## config.mk

```make
export PLATFORM = sky130hd
export DESIGN_NAME = utf8_filename_validator_top
export DESIGN_NICKNAME = d
export VERILOG_FILES = /design/src/ufv_pkg.sv /design/src/utf8_filename_validator_top.sv /design/src/ufv_check.sv
export SDC_FILE = /design/constraint.sdc
export NUM_CORES = 1
export LEC_CHECK = 0
export BUFFER_PORTS_ARGS = -buffer_cell sky130_fd_sc_hd__buf_2
export CORE_ASPECT_RATIO = 1.2
export CORE_MARGIN = 3
export CORE_UTILIZATION = 25
export CTS_BUF_LIST = sky130_fd_sc_hd__clkbuf_16
export CTS_CLUSTER_SIZE = 10
export DETAILED_ROUTE_END_ITERATION = 10
export PLACE_DENSITY = 0.51
export SETUP_SLACK_MARGIN = 0.5
export SYNTH_ARGS = -nofsm -noshare
export SYNTH_HDL_FRONTEND = slang
export SYNTH_SLANG_ARGS = --single-unit
```

## constraint.sdc

```tcl
create_clock -name aclk -period 2.1 [get_ports aclk]
set_input_delay 0.105 -clock aclk [delete_from_list [all_inputs] [get_ports aclk]]
set_output_delay 0.105 -clock aclk [all_outputs]
set_load 0.05 [all_outputs]
```

## src/ufv_pkg.sv

```systemverilog
// ----------------------------------------------------------------------------
// ufv_pkg
// Shared types and constants for the UTF-8 filename validator.
// ----------------------------------------------------------------------------
package ufv_pkg;

    // Item kinds carried in tuser
    localparam logic ACT_BYTE = 1'b0;
    localparam logic ACT_END  = 1'b1;

    localparam int unsigned DATA_W  = 8;
    localparam int unsigned COUNT_W = 9;
    localparam int unsigned POINT_W = 21;
    localparam int unsigned MIN_W   = 17;
    localparam int unsigned CONT_W  = 2;

    localparam logic [COUNT_W-1:0] COUNT_MAX    = 9'd511;
    localparam logic [DATA_W-1:0]  MAX_BYTES_RST = 8'd255;

    // Special bytes
    localparam logic [DATA_W-1:0] CH_SPACE = 8'h20;
    localparam logic [DATA_W-1:0] CH_DOT   = 8'h2e;
    localparam logic [DATA_W-1:0] CH_SLASH = 8'h2f;
    localparam logic [DATA_W-1:0] CH_BSL   = 8'h5c;

    // Lead byte ranges
    localparam logic [DATA_W-1:0] LEAD2_LO = 8'hc2;
    localparam logic [DATA_W-1:0] LEAD2_HI = 8'hdf;
    localparam logic [DATA_W-1:0] LEAD3_LO = 8'he0;
    localparam logic [DATA_W-1:0] LEAD3_HI = 8'hef;
    localparam logic [DATA_W-1:0] LEAD4_LO = 8'hf0;
    localparam logic [DATA_W-1:0] LEAD4_HI = 8'hf4;

    // Minimum code points per sequence length
    localparam logic [MIN_W-1:0] MIN2 = 17'h00080;
    localparam logic [MIN_W-1:0] MIN3 = 17'h00800;
    localparam logic [MIN_W-1:0] MIN4 = 17'h10000;

    localparam logic [POINT_W-1:0] POINT_MAX = 21'h10ffff;
    localparam logic [POINT_W-1:0] SURR_LO   = 21'h00d800;
    localparam logic [POINT_W-1:0] SURR_HI   = 21'h00dfff;
    localparam logic [POINT_W-1:0] CTRL_LIM  = 21'd32;
    localparam logic [POINT_W-1:0] C1_LO     = 21'd127;
    localparam logic [POINT_W-1:0] C1_HI     = 21'd159;

    // One input beat as seen by the checker
    typedef struct packed {
        logic              valid;
        logic              action;
        logic [DATA_W-1:0] data_byte;
    } ufv_step_t;

    // Status from the checker
    typedef struct packed {
        logic empty;    // no byte seen since last verdict
        logic failed;   // sticky failure flag
    } ufv_status_t;

    // True when a completed code point is not allowed in a name
    function automatic logic point_bad(input logic [POINT_W-1:0] p,
                                       input logic [MIN_W-1:0]   minimum);
        logic bad;
        bad = (p < {4'd0, minimum}) || (p > POINT_MAX)
           || ((p >= SURR_LO) && (p <= SURR_HI))
           || (p < CTRL_LIM)
           || ((p >= C1_LO) && (p <= C1_HI));
        return bad;
    endfunction

endpackage

```

## src/utf8_filename_validator_top.sv

```systemverilog
// ----------------------------------------------------------------------------
// utf8_filename_validator_top
// Path: a verdict reaches m_axis through the input register, then the result
// register, after the edge that accepts its end-of-name beat.
// Throughput: one beat per cycle, set by the input register and the
// registered state update in the checker. An end-of-name beat waits in the
// input register only while the result register is full and not taken.
// Reset: synchronous active-low aresetn clears all name state and sets the
// length limit to 255; no clearing pass.
// ----------------------------------------------------------------------------
module utf8_filename_validator_top
    import ufv_pkg::*;
(
    input  logic              aclk,
    input  logic              aresetn,
    // input stream
    input  logic              s_axis_tvalid,
    output logic              s_axis_tready,
    input  logic [7:0]        s_axis_tdata,   // [7:0] data_byte
    input  logic              s_axis_tuser,   // [0] action
    // result stream
    output logic              m_axis_tvalid,
    input  logic              m_axis_tready,
    output logic [7:0]        m_axis_tdata,   // [0] name_valid, [7:1] zero
    // configuration
    input  logic              cfg_valid,
    output logic              cfg_ready,
    input  logic [7:0]        cfg_data        // max_name_bytes
);

    logic              in_valid_reg;
    logic              in_action_reg;
    logic [DATA_W-1:0] in_byte_reg;
    logic              out_valid_reg;
    logic              out_bit_reg;
    logic [DATA_W-1:0] max_reg;
    logic              out_free;
    logic              proc;
    logic              verdict;
    ufv_step_t         step;
    ufv_status_t       status;

    // Handshake
    assign out_free      = !out_valid_reg || m_axis_tready;
    assign proc          = in_valid_reg && ((in_action_reg == ACT_BYTE) || out_free);
    assign s_axis_tready = !in_valid_reg || proc;
    assign cfg_ready     = 1'b1;

    assign m_axis_tvalid = out_valid_reg;
    assign m_axis_tdata  = {7'd0, out_bit_reg};

    assign step.valid     = proc;
    assign step.action    = in_action_reg;
    assign step.data_byte = in_byte_reg;

    ufv_check u_check (
        .aclk      (aclk),
        .aresetn   (aresetn),
        .step      (step),
        .max_bytes (max_reg),
        .verdict   (verdict),
        .status    (status)
    );

    // Input register
    always_ff @(posedge aclk) begin
        if (!aresetn) begin
            in_valid_reg <= 1'b0;
        end else if (s_axis_tready) begin
            in_valid_reg <= s_axis_tvalid;
        end
    end

    always_ff @(posedge aclk) begin
        if (s_axis_tready && s_axis_tvalid) begin
            in_action_reg <= s_axis_tuser;
            in_byte_reg   <= s_axis_tdata;
        end
    end

    // Result register
    always_ff @(posedge aclk) begin
        if (!aresetn) begin
            out_valid_reg <= 1'b0;
        end else if (proc && (in_action_reg == ACT_END)) begin
            out_valid_reg <= 1'b1;
        end else if (m_axis_tready) begin
            out_valid_reg <= 1'b0;
        end
    end

    always_ff @(posedge aclk) begin
        if (proc && (in_action_reg == ACT_END)) begin
            out_bit_reg <= verdict;
        end
    end

    // Length limit register
    always_ff @(posedge aclk) begin
        if (!aresetn) begin
            max_reg <= MAX_BYTES_RST;
        end else if (cfg_valid && cfg_ready) begin
            max_reg <= cfg_data;
        end
    end

    // Checks
    a_rise_from_end: assert property (@(posedge aclk) disable iff (!aresetn)
        $rose(out_valid_reg) |-> $past(proc && (in_action_reg == ACT_END)))
        else $error("result appeared without an end-of-name beat");

    a_clear_after_verdict: assert property (@(posedge aclk) disable iff (!aresetn)
        (proc && (in_action_reg == ACT_END)) |=> (status.empty && !status.failed))
        else $error("name state not cleared after verdict");

    a_stall_only_when_full: assert property (@(posedge aclk) disable iff (!aresetn)
        !s_axis_tready |-> (in_valid_reg && out_valid_reg && !m_axis_tready))
        else $error("input stalled without a full result register");

endmodule

```

## src/ufv_check.sv

```systemverilog
// ----------------------------------------------------------------------------
// ufv_check
// Running filename state: UTF-8 decode, character rules, length count and
// the verdict for an end-of-name beat. State clears after each verdict.
// ----------------------------------------------------------------------------
module ufv_check
    import ufv_pkg::*;
(
    input  logic                aclk,
    input  logic                aresetn,
    input  ufv_step_t           step,
    input  logic [DATA_W-1:0]   max_bytes,
    output logic                verdict,
    output ufv_status_t         status
);

    logic [COUNT_W-1:0] count_reg,   count_next;
    logic               failed_reg,  failed_next;
    logic [CONT_W-1:0]  cont_reg,    cont_next;
    logic [POINT_W-1:0] point_reg,   point_next;
    logic [MIN_W-1:0]   minpt_reg,   minpt_next;
    logic               space_reg,   space_next;
    logic               dots_reg,    dots_next;

    // Verdict from current state
    assign verdict = !failed_reg
                  && (count_reg != '0)
                  && (count_reg <= {1'b0, max_bytes})
                  && (cont_reg == '0)
                  && !space_reg
                  && !(dots_reg && ((count_reg == 9'd1) || (count_reg == 9'd2)));

    assign status.empty  = (count_reg == '0);
    assign status.failed = failed_reg;

    // Next state
    always_comb begin
        logic [DATA_W-1:0]  b;
        logic [POINT_W-1:0] shifted;
        b          = step.data_byte;
        shifted    = {point_reg[POINT_W-7:0], b[5:0]};
        count_next = count_reg;
        failed_next = failed_reg;
        cont_next  = cont_reg;
        point_next = point_reg;
        minpt_next = minpt_reg;
        space_next = space_reg;
        dots_next  = dots_reg;
        if (step.valid && (step.action == ACT_END)) begin
            count_next  = '0;
            failed_next = 1'b0;
            cont_next   = '0;
            point_next  = '0;
            minpt_next  = '0;
            space_next  = 1'b0;
            dots_next   = 1'b1;
        end else if (step.valid) begin
            // name-level rules
            if ((count_reg == '0) && (b == CH_SPACE)) failed_next = 1'b1;
            if ((b == CH_SLASH) || (b == CH_BSL))     failed_next = 1'b1;
            if (b != CH_DOT) dots_next = 1'b0;
            space_next = (b == CH_SPACE);
            if (count_reg != COUNT_MAX) count_next = count_reg + 9'd1;

            // UTF-8 decode
            if (cont_reg != '0) begin
                if (b[7:6] != 2'b10) begin
                    failed_next = 1'b1;
                    cont_next   = '0;
                end else begin
                    point_next = shifted;
                    cont_next  = cont_reg - 2'd1;
                    if ((cont_reg == 2'd1) && point_bad(shifted, minpt_reg))
                        failed_next = 1'b1;
                end
            end else if ((b >= LEAD2_LO) && (b <= LEAD2_HI)) begin
                point_next = {16'd0, b[4:0]};
                minpt_next = MIN2;
                cont_next  = 2'd1;
            end else if ((b >= LEAD3_LO) && (b <= LEAD3_HI)) begin
                point_next = {17'd0, b[3:0]};
                minpt_next = MIN3;
                cont_next  = 2'd2;
            end else if ((b >= LEAD4_LO) && (b <= LEAD4_HI)) begin
                point_next = {18'd0, b[2:0]};
                minpt_next = MIN4;
                cont_next  = 2'd3;
            end else if (b[7]) begin
                failed_next = 1'b1;
            end else if (point_bad({13'd0, b}, '0)) begin
                failed_next = 1'b1;
            end
        end
    end

    // State registers
    always_ff @(posedge aclk) begin
        if (!aresetn) begin
            count_reg  <= '0;
            failed_reg <= 1'b0;
            cont_reg   <= '0;
            point_reg  <= '0;
            minpt_reg  <= '0;
            space_reg  <= 1'b0;
            dots_reg   <= 1'b1;
        end else begin
            count_reg  <= count_next;
            failed_reg <= failed_next;
            cont_reg   <= cont_next;
            point_reg  <= point_next;
            minpt_reg  <= minpt_next;
            space_reg  <= space_next;
            dots_reg   <= dots_next;
        end
    end

endmodule
```

* Yosys cells after proc, flatten, opt, wreduce, memory -nomap -nowiden
Index checks and enable logic that the tools add are counted.
Word-level totals: output and inout bits 11, register bits after elaboration 66, bits in writable memories 0, input port bits 22, word-level logic and storage cells 115, memories kept 0, memory bits (read-only) 0, bits in latches 0
Cells by class: div/mod/pow operators 0, shift-type cells 0, equal/unequal tests 10, muxes and demuxes 25, magnitude comparators 17, reduce and logical (&&, ||, !) cells 45, multiply operators 0, $add $sub $neg 2, bitwise gates (word level) 3
Operator list (number):
- 15-bit 2-to-1 mux | 5
- 17-bit 2-to-1 mux | 3
- 8-bit less-or-equal comparator, second input constant | 4
- 8-bit greater-or-equal comparator, second input constant | 3
- 21-bit by 16-bit greater-or-equal comparator with 1-bit output, second input constant | 1
- 21-bit by 7-bit greater-or-equal comparator with 1-bit output, second input constant | 1
- 21-bit > comparator, second input constant | 1
- 21-bit by 16-bit less-or-equal comparator with 1-bit output, second input constant | 1
- 21-bit by 8-bit less-or-equal comparator with 1-bit output, second input constant | 1
- 21-bit by 17-bit < comparator with 1-bit output | 1
- 21-bit by 6-bit < comparator with 1-bit output, second input constant | 1
- 1-bit logical AND | 17
- 8-bit by 6-bit == test with 1-bit output, second input constant | 2
- 1-bit 2-to-1 mux | 12
- 1-bit logical OR | 10
- 2-bit 2-to-1 mux | 5
- 9-bit by 1-bit adder with 9-bit output, second input constant | 1
- 9-bit by 1-bit == test with 1-bit output, second input constant | 1
- 9-bit by 2-bit == test with 1-bit output, second input constant | 1
- 9-bit by 8-bit less-or-equal comparator with 1-bit output | 1
- 9-bit zero test | 1
- 9-bit inequality test, second input constant | 1
- 9-bit nonzero test | 1
- 8-bit by 7-bit == test with 1-bit output, second input constant | 1
- 15 further kinds | 26

* Depth between registers and ports, before layout
depth in word-level cells 10, mapped depth 9, gate-level depth less buffers 9

* Cells and area by module
Synthesis repeated with hierarchy kept, for this count alone.
Second synthesis, totals: cells, all modules 297, area total of the unflattened synthesis 2772.7 µm²
By module, submodules not included:
- ufv_check | area an instance 2001.9 µm², cells each 238, sequential area each 640.6 µm², instances 1
- utf8_filename_validator_top | area an instance 770.7 µm², cells each 59, sequential area each 500.5 µm², instances 1

* Worst setup path before layout
Ideal clock, no wire load.
path type reg-to-reg, start register u_check.count_reg[0], end register u_check.count_reg[4], cell stages (with the launch flop) 10, clock period less this slack 2078 ps, required time 1972 ps, data arrival time 1950 ps, path buffers 0, library setup time 128 ps, setup slack 22 ps, path through dfxtp_1 -> ha_1 -> nand2_1 -> nor2_1 -> and3_1 -> ha_1 -> nor3_1 -> and4_1 -> xnor2_1 -> nor2_1
On the way: word-level cells in the longest chain between the ends 2, elaborated cells between the ends (all ways) 3
RTL lines:
- start, declared | line ufv_check.sv:17 | logic [COUNT_W-1:0] count_reg, count_next;
- start signal, assigned | line ufv_check.sv:107 | count_reg <= count_next;
- parallel branches: the longest is 2 deep, another holds 9-bit by 1-bit adder with 9-bit output
Several ways; the timed one is not identified. A chain may end at the register's enable or synchronous reset.

* Worst setup path after layout
start register u_check.count_reg[1], end register u_check.count_reg[5]
The elaborated chain is that of the path after synthesis.

==> impl_metrics.xml <==
<?xml version="1.0" encoding="UTF-8"?>
<metrics>
  <group name="run_status">
    <metric name="run_status" unit="">completed</metric>
  </group>
  <group name="timing">
    <metric name="setup_viol" unit="">0</metric>
    <metric name="maxSlewViolCount" unit="">0</metric>
    <metric name="grt_setup_unrepaired" unit="">yes</metric>
    <metric name="layout_worst_path_cycle_share" unit="%">90.30</metric>
    <metric name="whs" unit="ns">0.01975</metric>
    <metric name="max_freq" unit="GHz">0.5274</metric>
    <metric name="tightest_slew" unit="ns">0.8677</metric>
    <metric name="setup_tns" unit="ns">0</metric>
    <metric name="fin_worst_skew" unit="ns">0.006520</metric>
    <metric name="worst_slack" unit="ns">0.2038</metric>
    <metric name="hold_viol" unit="">0</metric>
    <metric name="fin_crit" unit="ns">1.896</metric>
    <metric name="max-slew-margin-rel" unit="%">41.88</metric>
  </group>
  <group name="global_routing">
    <metric name="grt_first_pass_wirelength" unit="um">11520</metric>
    <metric name="pin_count_of_the_biggest_net_entering_global_routing" unit="">25</metric>
    <metric name="antenna_found_initial" unit="">0</metric>
    <metric name="grt_overflow" unit="">0</metric>
    <metric name="grt.total_usage" unit="%">11.75</metric>
    <metric name="first_global_vias" unit="">2461</metric>
  </group>
  <group name="pwr">
    <metric name="ir_drop" unit="uV">527.8</metric>
    <metric name="design_power_total" unit="W">0.002226</metric>
    <metric name="power_density" unit="nW/um^2">578.3</metric>
    <metric name="static-leakage-power" unit="nW">1.510</metric>
  </group>
  <group name="synthesis">
    <metric name="ys_types" unit="">54</metric>
    <metric name="ys_seq_elements" unit="">52</metric>
    <metric name="yosysTopAreaCell" unit="">sky130_fd_sc_hd__dfxtp_1</metric>
    <metric name="yosysMostFrequentCell" unit="">sky130_fd_sc_hd__dfxtp_1</metric>
    <metric name="postSynthCellCount" unit="">305</metric>
    <metric name="ys_warn_count" unit="">0</metric>
    <metric name="synth-seq-area-share" unit="%">42.09</metric>
    <metric name="synth_top_area_share" unit="%">31.01</metric>
    <metric name="synth.top_cells.by_count" unit="">sky130_fd_sc_hd__dfxtp_1, sky130_fd_sc_hd__nand2_1, sky130_fd_sc_hd__a21oi_1, sky130_fd_sc_hd__nand3_1, sky130_fd_sc_hd__inv_1</metric>
    <metric name="synth_area_per_cell" unit="sq um">8.890</metric>
    <metric name="synth_top_flop_cell" unit="">sky130_fd_sc_hd__dfxtp_1</metric>
    <metric name="synthesis.area" unit="sq um">2711</metric>
    <metric name="asyncSetResetFlopFracSynth" unit="%">0</metric>
    <metric name="synth-edff-count" unit="">10</metric>
    <metric name="synth.area.top_cells" unit="">sky130_fd_sc_hd__dfxtp_1, sky130_fd_sc_hd__edfxtp_1, sky130_fd_sc_hd__ha_1, sky130_fd_sc_hd__nand2_1, sky130_fd_sc_hd__a21oi_1</metric>
  </group>
  <group name="clocking">
    <metric name="clk_latency_worst_skew_pair" unit="ns">0.30</metric>
    <metric name="clock_tree.buffer_depth" unit="">2</metric>
    <metric name="cts.reportedPaths.clkPinSlew" unit="ns">0.07</metric>
    <metric name="cts_inserted_buffers" unit="">5</metric>
    <metric name="clock_tree_from_tritoncts" unit="">done</metric>
    <metric name="cts.sink_count" unit="">52</metric>
    <metric name="cts-root-buf" unit="">sky130_fd_sc_hd__clkbuf_16</metric>
    <metric name="cts_max_level" unit="">2</metric>
  </group>
  <group name="routing">
    <metric name="postRouteAntennaNets" unit="">0</metric>
    <metric name="dr_total_vias" unit="">2446</metric>
    <metric name="drc_errors" unit="">0</metric>
    <metric name="viasPerCell" unit="">4.853</metric>
    <metric name="post_drt_wl_per_cell" unit="um">13.71</metric>
    <metric name="wirelength" unit="um">6910</metric>
    <metric name="first_pass_iters" unit="">4</metric>
    <metric name="drtIter0Drc" unit="">89</metric>
  </group>
  <group name="worst_setup_path">
    <metric name="worst_ep_arrival_time" unit="ns">2.12</metric>
    <metric name="timing.critical_path.to_type" unit="">flip-flop</metric>
    <metric name="worst_setup_path_start_kind" unit="">flip-flop</metric>
    <metric name="critPathRequiredTime" unit="ns">2.32</metric>
    <metric name="critPathMaxFanout" unit="">4</metric>
    <metric name="setup.worst_path.class" unit="">flip-flop to flip-flop</metric>
    <metric name="reg2reg_setup_slack" unit="ns">0.20</metric>
  </group>
  <group name="floorplan">
    <metric name="initial_core_util" unit="%">25.66</metric>
    <metric name="die_x" unit="um">101.1</metric>
    <metric name="placementRows" unit="">41</metric>
    <metric name="top_level_ports" unit="">33</metric>
    <metric name="core" unit="sq um">10570</metric>
    <metric name="die_height" unit="um">120.1</metric>
    <metric name="die-area" unit="sq um">12140</metric>
  </group>
  <group name="worst_hold_path">
    <metric name="hp-class" unit="">input pin to flip-flop</metric>
  </group>
  <group name="place">
    <metric name="post-dp-hpwl" unit="um">4437</metric>
    <metric name="port-buffer-count" unit="">24</metric>
    <metric name="place_inst" unit="">458</metric>
    <metric name="dp_slack" unit="ns">0.1488</metric>
    <metric name="routabilityCongestion" unit="">0.7531</metric>
  </group>
  <group name="finish">
    <metric name="final-instance-count-excl-fill" unit="">504</metric>
    <metric name="antennaDiodeCount" unit="">0</metric>
    <metric name="num-nets-final" unit="">413</metric>
    <metric name="fraction_of_layout_cells_with_a_size_suffix_above_1" unit="%">34.67</metric>
    <metric name="layout-area-overhead-vs-synth" unit="%">41.99</metric>
    <metric name="flip_flop_count_of_the_largest_register_after_layout" unit="">15</metric>
  </group>
  <group name="run">
    <metric name="max-cap-violations" unit="">0</metric>
  </group>
</metrics>
-- worst max-delay path, stage by stage (launching register included) --
cell,delay [ns]
sky130_fd_sc_hd__dfxtp_4,0.36
sky130_fd_sc_hd__ha_4,0.16
sky130_fd_sc_hd__nand2_4,0.07
sky130_fd_sc_hd__nor2_4,0.04
sky130_fd_sc_hd__and3_4,0.15
sky130_fd_sc_hd__ha_4,0.15
sky130_fd_sc_hd__or4_4,0.45
sky130_fd_sc_hd__or3_1,0.32
sky130_fd_sc_hd__a21oi_1,0.12
-- repair_timing --
action | CTS | global route
cloned | 1 | 1
endpoints found under the setup margin | 41 | 41
setup buffers | 23 | 4
hold endpoints to repair | 9 | 0
gates resized for setup | 25 | 31
pin swaps | 19 | 16
hold buffers | 9 | 0
-- per-layer routing --
metal / share of wire (%) / wire, um / GRT usage [%]
met1: 44 / 3007 / 14.22
met2: 51 / 3499 / 19.76
met3: 3.0 / 206 / 1.744
met4: 2.9 / 197 / 6.234
met5: 0 / 0 / 0
-- placed cells by master (no fill, tap or decap), drive strengths merged, types with 9 or more instances in the layout --
| cell type | count |
|---|---|
| dlygate4sd3 | 9 |
| nor2 | 16 |
| buf | 66 |
| nand2 | 39 |
| o21ai | 15 |
| inv | 19 |
| nand3 | 21 |
| a21oi | 22 |
| ha | 17 |
| dfxtp | 42 |
| edfxtp | 10 |
-- final timing paths --
path | startpoint | to | cells past startpoint
worst max register to register | u_check.count_reg[1] | u_check.count_reg[5] | 8
worst max-delay path | u_check.count_reg[1] | u_check.count_reg[5] | 8
worst min-delay path | cfg_data[6] | max_reg[6] | 3
worst min register to register | u_check.space_reg | u_check.space_reg | 2
-- cell type report --
type	count	area, sq um
repair buffers	75	595.6
clock inverters	3	18.77
fillers	1085	6718
well taps	129	161.4
clock buffers	5	125.1
multi-input cells	221	1722
inverters	19	71.32
flip-flops and latches	52	1156
-- cell families after synthesis --
| family | synth area share (%) |
|---|---|
| buf+inv | 7.568 |
| other cells | 0.2770 |
| simple gates | 22.84 |
| xor+xnor | 1.938 |
| mux | 1.477 |
| flops | 42.09 |
| compound gates | 15.97 |
| fa+ha+maj | 7.845 |
-- report_power, final --
| part | internal, W | switching, W |
|---|---|---|
| Combinational | 0.000144 | 0.000191 |
| Clock | 0.000440 | 0.000377 |
| Sequential | 0.00105 | 0.0000246 |
-- per-stage QoR --
stage                     utilization [%]  cell area, sq um
after floorplan                         -              2836
after global placement              29.14              3079
after detailed placement            29.14              3079
after CTS                           34.32              3627
after global routing                36.43              3850
final                               36.43              3850
(Power assumes the default switching activity.)
